### src/rtl/core/isort_cell.sv
// One cell of the systolic insertion chain: holds one element, keeps the
// smaller of stored and arriving values and forwards the larger one.
// Standalone; instanced in a row by integer_sort_engine_core.
module isort_cell #(
  parameter int unsigned DATA_WIDTH = 32
) (
  input  logic                  clk,
  input  logic                  rst,
  input  logic                  shift,
  input  logic                  ins_valid,
  input  logic [DATA_WIDTH-1:0] ins_data,
  input  logic                  right_occ,
  input  logic [DATA_WIDTH-1:0] right_data,
  output logic                  occ,
  output logic [DATA_WIDTH-1:0] data,
  output logic                  fwd_valid,
  output logic [DATA_WIDTH-1:0] fwd_data
);

  logic swap;

  assign swap = $signed(ins_data) < $signed(data);

  always_ff @(posedge clk) begin
    if (rst) begin
      occ       <= 1'b0;
      fwd_valid <= 1'b0;
    end else if (shift) begin
      // drain: move toward the head of the chain
      occ       <= right_occ;
      fwd_valid <= 1'b0;
    end else if (ins_valid) begin
      if (!occ) begin
        occ       <= 1'b1;
        fwd_valid <= 1'b0;
      end else begin
        fwd_valid <= 1'b1;
      end
    end else begin
      fwd_valid <= 1'b0;
    end
  end

  always_ff @(posedge clk) begin
    if (shift) begin
      data <= right_data;
    end else if (ins_valid) begin
      if (!occ) begin
        data <= ins_data;
      end else if (swap) begin
        data     <= ins_data;
        fwd_data <= data;
      end else begin
        fwd_data <= ins_data;
      end
    end
  end

endmodule

### config.mk
export PLATFORM = sky130hd
export DESIGN_NAME = isort_cell
export DESIGN_NICKNAME = d
export VERILOG_FILES = /design/src/rtl/core/isort_cell.sv
export SDC_FILE = /design/constraint.sdc
export NUM_CORES = 1
export LEC_CHECK = 0
export ABC_AREA = 1
export ABC_CLOCK_PERIOD_IN_PS = 7800
export BUFFER_PORTS_ARGS = -buffer_cell sky130_fd_sc_hd__buf_2
export CORE_MARGIN = 3
export CORE_UTILIZATION = 54
export DETAILED_ROUTE_END_ITERATION = 10
export PLACE_DENSITY = 0.91
export SLEW_MARGIN = 20
export SYNTH_ARGS = -nofsm -noshare
export SYNTH_HDL_FRONTEND = slang
export SYNTH_SLANG_ARGS = --single-unit
### constraint.sdc
create_clock -name clk -period 7.8 [get_ports clk]
set_clock_uncertainty 0.15 [all_clocks]
set_input_delay 0.78 -clock clk [delete_from_list [all_inputs] [get_ports clk]]
set_output_delay 0.78 -clock clk [all_outputs]
set_load 0.01 [all_outputs]
==> impl_metrics.py, run 1 <==
metrics = {
    "status": {
        "status": "completed",
    },
    "clocking": {
        "cts.sinks": 66,
        "post-cts-setup-buffers": 0,
        "cts-htree-levels": 3,
        "cts_tree": "built",
        "cts_buffers": 9,
        "ctsRootBufferMaster": "clkbuf_8",
        "ctsResizeCount": 0,
        "clkTransAtPathRegs_ns": 0.07,
        "cts_max_path_buffers": 2,
        "cts_hold_buf": 0,
        "insertion_delay_ns": 0.33,
    },
    "cells_and_area": {
        "fill_cells": 509,
        "antennaDiodeCount": 0,
        "layout.nets": 655,
        "design_area_um2": 4500,
        "area_growth_pct": 22.4,
        "finalCoreUtilization": 0.697,
        "final_cells": 633,
        "regArea_um2": 1960,
        "drive_gt1_frac": 0.273,
        "multi_input_area_um2": 1460,
    },
    "logic_synthesis": {
        "synth_area_um2": 3680,
        "yosysTopAreaCellShare": 0.522,
        "synth_xor_area_frac": 0,
        "yosys.area_share.simple": 0.253,
        "synth_top_family_by_area": "simple AND/OR/NAND/NOR gates",
        "seq_area_frac_synth": 0.533,
        "synth_top_area_cell": "edfxtp_1",
        "postSynth.asyncResetShare": 0,
        "syn-num-nets": 522,
        "synth-compound-area-share": 0.0357,
        "synth_common_cells": "nand2_1, edfxtp_1, inv_1",
        "yosysMostFrequentCell": "nand2_1",
        "synthCells": 422,
        "ys_warn_count": 0,
        "synthMuxAreaShare": 0,
        "synth_cell_type_count": 17,
        "synth_adder_area_share": 0.105,
        "synthFlopType": "edfxtp_1",
        "synth_edf_count": 64,
        "syn_area_per_cell_um2": 8.72,
        "ys_seq_elements": 66,
        "synth_area_leaders": "edfxtp_1, nand2_1, ha_1",
    },
    "sta": {
        "maxSlewHeadroom": 0.313,
        "final-setup-viol-count": 0,
        "slew_viol_final": 0,
        "fin_tns_setup_ns": 0,
        "final_hold_viol_count": 0,
        "worstMarginPinSlew_ns": 1.03,
        "setup_ws_ns": 4.61,
        "rsz0062_at_grt": "false",
        "finalCriticalPeriod_ns": 3.19,
        "fmax_ghz": 0.313,
        "finalCritPeriodShare": 0.410,
        "finalHoldWorstSlack_ns": 0.416,
    },
    "place": {
        "postPlaceCellArea_um2": 4370,
        "hpwl_mm": 6.56,
        "pre_cts_ws_ns": 4.27,
        "io_buffers": 134,
        "place_inst": 621,
        "gp_congestion": 0.812,
    },
    "global_route": {
        "antenna_found_initial": 0,
        "grt_max_degree": 37,
        "overflow": 0,
        "grt_pass1_vias": 3128,
        "grt_pass1_wl_mm": 14.2,
        "grt_usage": 0.239,
    },
    "routing": {
        "wl_per_cell_um": 14.2,
        "drcViolationCount": 0,
        "drtIter0Drc": 158,
        "via_per_inst": 5.10,
        "routed_wl_mm": 9.01,
        "antenna_left": 0,
        "vias": 3231,
        "dr.pass1.iters": 4,
    },
    "worst_setup_path": {
        "required_ns": 7.66,
        "worstSetupEndpointType": "flop",
        "cp-start-kind": "input port",
        "cp.arrival_ns": 3.06,
        "critPathKind": "in2reg",
        "path_max_fanout": 36,
    },
    "power_and_ir_drop": {
        "ir_worst_vdd_mv": 0.123,
        "cellLeakagePower_nw": 2.41,
        "p_total_mw": 0.907,
        "pwr_density_cell_nw_per_um2": 201,
    },
    "floorplanning": {
        "core_um2": 6460,
        "rows": 29,
        "die_width_um": 88.6,
        "die_h_um": 88.6,
        "start_util": 0.570,
        "ios": 135,
        "dieArea_um2": 7840,
    },
    "min_path": {
        "hold_path_class": "reg2reg",
    },
    "run": {
        "maxCapViolations": 0,
    },
}
-- state kept, by name (all words and copies together) (netlist names) --
name / flops
occ: 1
fwd_valid: 1
fwd_data: 32
data: 32
-- worst max-delay path, stage by stage --
cell and delay [ns]:
buf_2 0.50, inv_1 0.64, nand2_1 0.24, nand2_1 0.07, inv_1 0.41, buf_4 0.39
-- cells by family after synthesis --
| logic type | Yosys count |
|---|---|
| AND/OR/NAND/NOR | 241 |
| flip-flops | 66 |
| buffers and inverters | 59 |
| adder cells (fa/ha/maj) | 31 |
| AO/OA/AOI/OAI | 25 |
-- per-layer routing --
| layer | wire, µm | global-route usage | vias up |
|---|---|---|---|
| met1 | 3490 | 0.282 | 1464 |
| met5 | 0 | 0 | - |
| li1 | - | - | 1606 |
| met2 | 4520 | 0.413 | 143 |
| met4 | 159 | 0.121 | 0 |
| met3 | 836 | 0.0493 | 18 |
-- layout by cell type, fill, tap and decap left out, types with 4 or more instances in the layout --
cell	n
nand2_1	218
inv_1	46
nor2_1	7
a21oi_1	15
nand2_2	4
o21ai_0	8
edfxtp_1	64
buf_2	134
nand3_1	5
ha_1	31
clkbuf_8	9
-- final cells by class --
class | instances | area share
Clock buffer | 9 | 0.0275
Clock inverter | 3 | 0.00250
Inverter | 46 | 0.0383
Multi-Input combinational cell | 297 | 0.324
Sequential cell | 66 | 0.436
Tap cell | 77 | 0.0214
Timing Repair Buffer | 135 | 0.151
-- power breakdown --
| part | internal, mW | leakage, nW | switching [mW] |
|---|---|---|---|
| sequential | 0.434 | 0.638 | 0.0167 |
| combinational | 0.0827 | 1.71 | 0.149 |
| clock | 0.105 | 0.0694 | 0.119 |
| total | 0.622 | 2.41 | 0.285 |
-- worst paths after layout --
path,depth (start not counted),to,startpoint,slack (ns)
setup / recovery,6,data[11],shift,4.61
hold / removal,2,fwd_data[5],data[5],0.42
setup reg to reg,13,data[11],data[23],4.82
hold reg to reg,2,fwd_data[5],data[5],0.42
Note: power is estimated with default switching activity, not from simulation.
==> inputs of run 2 (changes only) <==
--- a/config.mk
+++ b/config.mk
@@ -5,13 +5,13 @@
 export SDC_FILE = /design/constraint.sdc
 export NUM_CORES = 1
 export LEC_CHECK = 0
-export ABC_AREA = 1
-export ABC_CLOCK_PERIOD_IN_PS = 7800
+export ABC_AREA = 0
+export ABC_CLOCK_PERIOD_IN_PS = 2800
 export BUFFER_PORTS_ARGS = -buffer_cell sky130_fd_sc_hd__buf_2
 export CORE_MARGIN = 3
-export CORE_UTILIZATION = 54
+export CORE_UTILIZATION = 45
 export DETAILED_ROUTE_END_ITERATION = 10
-export PLACE_DENSITY = 0.91
+export PLACE_DENSITY = 0.82
 export SLEW_MARGIN = 20
 export SYNTH_ARGS = -nofsm -noshare
 export SYNTH_HDL_FRONTEND = slang
==> constraint.sdc (replaced) <==
create_clock -name clk -period 2.8 [get_ports clk]
set_clock_uncertainty 0.15 [all_clocks]
set_input_delay 0.28 -clock clk [delete_from_list [all_inputs] [get_ports clk]]
set_output_delay 0.28 -clock clk [all_outputs]
set_load 0.01 [all_outputs]
==> run 2 against run 1 <==
Against the previous run:
- the run now ends with setup timing left
- wire length is 0.65% lower
- area after synthesis is 2.7% lower
- non-clock buffer count is 31 higher
- die area is 16% higher
- global-route usage is 3.3 points lower
- final cell count is 16% lower
- combinational power grew to 3.7 times the previous value
- first-iteration DRC count is 34% lower
- power grew to 3.1 times the previous value
- setup slack worse by 4.8 ns
- sequential share of layout area is 4.9 points lower
==> impl_metrics.py, run 2 <==
metrics = {
    "floorplanning": {
        "die_h_um": 95.2,
        "dieArea_um2": 9060,
        "start_util": 0.478,
        "rows": 31,
        "die_width_um": 95.2,
        "ios": 135,
        "core_um2": 7490,
    },
    "sta": {
        "rsz0062_at_grt": "true",
        "maxSlewHeadroom": 0.647,
        "worstMarginPinSlew_ns": 0.528,
        "final_hold_viol_count": 0,
        "setup_ws_ns": -0.154,
        "finalHoldWorstSlack_ns": 0.0323,
        "finalCritPeriodShare": 1.06,
        "fmax_ghz": 0.338,
        "final-setup-viol-count": 63,
        "slew_viol_final": 0,
        "finalCriticalPeriod_ns": 2.95,
    },
    "clocking": {
        "insertion_delay_ns": 0.34,
        "ctsRootBufferMaster": "clkbuf_8",
        "cts-htree-levels": 3,
        "cts_tree": "built",
        "clkTransAtPathRegs_ns": 0.07,
        "cts_buffers": 9,
        "cts.sinks": 66,
        "cts_max_path_buffers": 2,
    },
    "routing": {
        "drcViolationCount": 0,
        "routed_wl_mm": 8.95,
        "drtIter0Drc": 105,
        "via_per_inst": 5.12,
        "wl_per_cell_um": 16.8,
        "antenna_left": 0,
        "dr.pass1.iters": 4,
        "vias": 2725,
    },
    "logic_synthesis": {
        "yosysTopAreaCellShare": 0.537,
        "synth_area_leaders": "edfxtp_1, mux2_2, ha_1",
        "seq_area_frac_synth": 0.548,
        "yosysMostFrequentCell": "edfxtp_1",
        "ys_warn_count": 0,
        "syn-num-nets": 358,
        "ys_seq_elements": 66,
        "synth_cell_type_count": 29,
        "syn_area_per_cell_um2": 13.9,
        "synth_edf_count": 64,
        "postSynth.asyncResetShare": 0,
        "synth_top_area_cell": "edfxtp_1",
        "synthCells": 258,
        "synth_area_um2": 3580,
        "synth_common_cells": "edfxtp_1, mux2_2, inv_1",
        "synthFlopType": "edfxtp_1",
    },
    "power_and_ir_drop": {
        "p_switching_mw": 0.745,
        "p_clk_frac": 0.265,
        "pwr_density_cell_nw_per_um2": 562,
        "p_sw_frac": 0.262,
        "sequentialPowerShare": 0.431,
        "comb_power_share": 0.303,
        "ir_worst_vdd_mv": 0.348,
        "internal-power_mw": 2.10,
        "cellLeakagePower_nw": 2.39,
    },
    "global_route": {
        "grt_pass1_wl_mm": 14.1,
        "grt_pass1_vias": 2830,
        "overflow": 0,
        "antenna_found_initial": 0,
        "grt_max_degree": 36,
        "grt_usage": 0.206,
    },
    "worst_setup_path": {
        "path_max_fanout": 4,
        "critPathKind": "reg2reg",
        "cp_slowest_stage_delay_ns": 0.42,
        "slowest_stage": "edfxtp_1",
        "worstSetupEndpointType": "flop",
        "cp-start-kind": "flop",
        "cp.arrival_ns": 2.89,
        "path_cells": "inv_1, ha_4, a21o_1, a221o_1, a211oi_2, o22ai_2, a211oi_4, buf_6, buf_12, buf_8, mux2_4",
        "critPathLaunch": "data[25]",
        "r2r-start": "data[25]",
        "required_ns": 2.73,
    },
    "cells_and_area": {
        "final_cells": 532,
        "largest_registers": "data (32), fwd_data (32)",
        "regArea_um2": 1960,
        "multi_input_area_um2": 1610,
        "area_growth_pct": 41.5,
        "layout.nets": 528,
        "antennaDiodeCount": 0,
        "fill_cells": 543,
        "mostFrequentLayoutCells": "buf_2, edfxtp_1, mux2_2, inv_1, mux2_4",
        "final_common_cell": "buf_2",
        "drive_gt1_frac": 0.575,
    },
    "place": {
        "gp_congestion": 0.747,
        "io_buffers": 134,
        "hpwl_mm": 6.73,
        "place_inst": 503,
    },
    "min_path": {
        "hold_path_class": "in2reg",
        "hold_path_startpoint": "right_occ",
    },
    "run": {
        "maxCapViolations": 0,
    },
    "status": {
        "status": "finished with violations",
        "violations": "setup timing",
    },
}
[run 2: cell families (layout without fill, tap and decap cells)]
kind of cell               Yosys count  count (layout)  share of synthesized area
AOI/OAI and AO/OA                   28              28                     0.0542
adders and majority gates           31              31                      0.108
buffers and inverters               40             215                     0.0482
DFF                                 66              66                      0.548
muxes                               64              64                      0.201
and+or+nand+nor                     29              29                     0.0402
[run 2: cell type report]
class | count | area share
sequential | 66 | 0.387
multi-input combinational | 152 | 0.318
timing repair buffer | 166 | 0.211
clock buffer | 12 | 0.0267
inverter | 33 | 0.0244
tap | 99 | 0.0244
clock inverter | 4 | 0.00840
[run 2: critical path: cells and delay by family, from the launching register on]
kind	cells	cell delay, ns
AO/OA/AOI/OAI	5	1.10
buffers and inverters	4	0.51
flip-flops	1	0.42
multiplexers	1	0.30
adder cells (fa/ha/maj)	1	0.21
[run 2: worst paths after layout]
path                        to  slack (ns)  cells after the start
setup / recovery  fwd_data[24]       -0.15                     11
hold / removal             occ        0.03                      3
setup reg to reg  fwd_data[24]       -0.15                     11
hold reg to reg    fwd_data[4]        0.46                      1
[run 2: metal layers]
| layer | global-route usage | routed length [µm] | share of wire |
|---|---|---|---|
| met5 | 0 | 0 | 0 |
| met3 | 0.0363 | 463 | 0.052 |
| met2 | 0.381 | 4880 | 0.54 |
| met1 | 0.227 | 3340 | 0.37 |
| met4 | 0.0950 | 269 | 0.030 |
[run 2: timing repair]
action,CTS,global route
pin swaps,6,4
gates resized for setup,27,0
hold buffers,1,0
endpoints found under the hold margin,2,0
setup buffers,7,2
endpoints found under the setup margin,63,63
cloned,3,0
[run 2: power groups by stage]
stage / registers (mW) / clock network [mW] / logic, mW
final: 1.23 / 0.754 / 0.864
after global placement: 1.24 / 0 / 0.666
after CTS: 1.23 / 0.762 / 0.859
after detailed placement: 1.25 / 0 / 0.692
after floorplan: 1.27 / 0 / 0.408
after global routing: 1.23 / 0.806 / 0.935
[run 2: per-stage QoR]
step / cell area (µm²) / setup TNS [ns] / utilization / setup WS, ns / total power [mW]
2_1_floorplan: 3670 / -4.12 / - / -0.118 / 1.68
3_3_place_gp: 4610 / -1.58 / 0.616 / -0.0965 / 1.91
3_5_place_dp: 4610 / -6.39 / 0.616 / -0.201 / 1.94
4_1_cts: 5050 / -7.49 / 0.675 / -0.167 / 2.85
5_1_grt: 5070 / -12.23 / 0.677 / -0.245 / 2.97
6_report: 5070 / -6.59 / 0.677 / -0.154 / 2.85
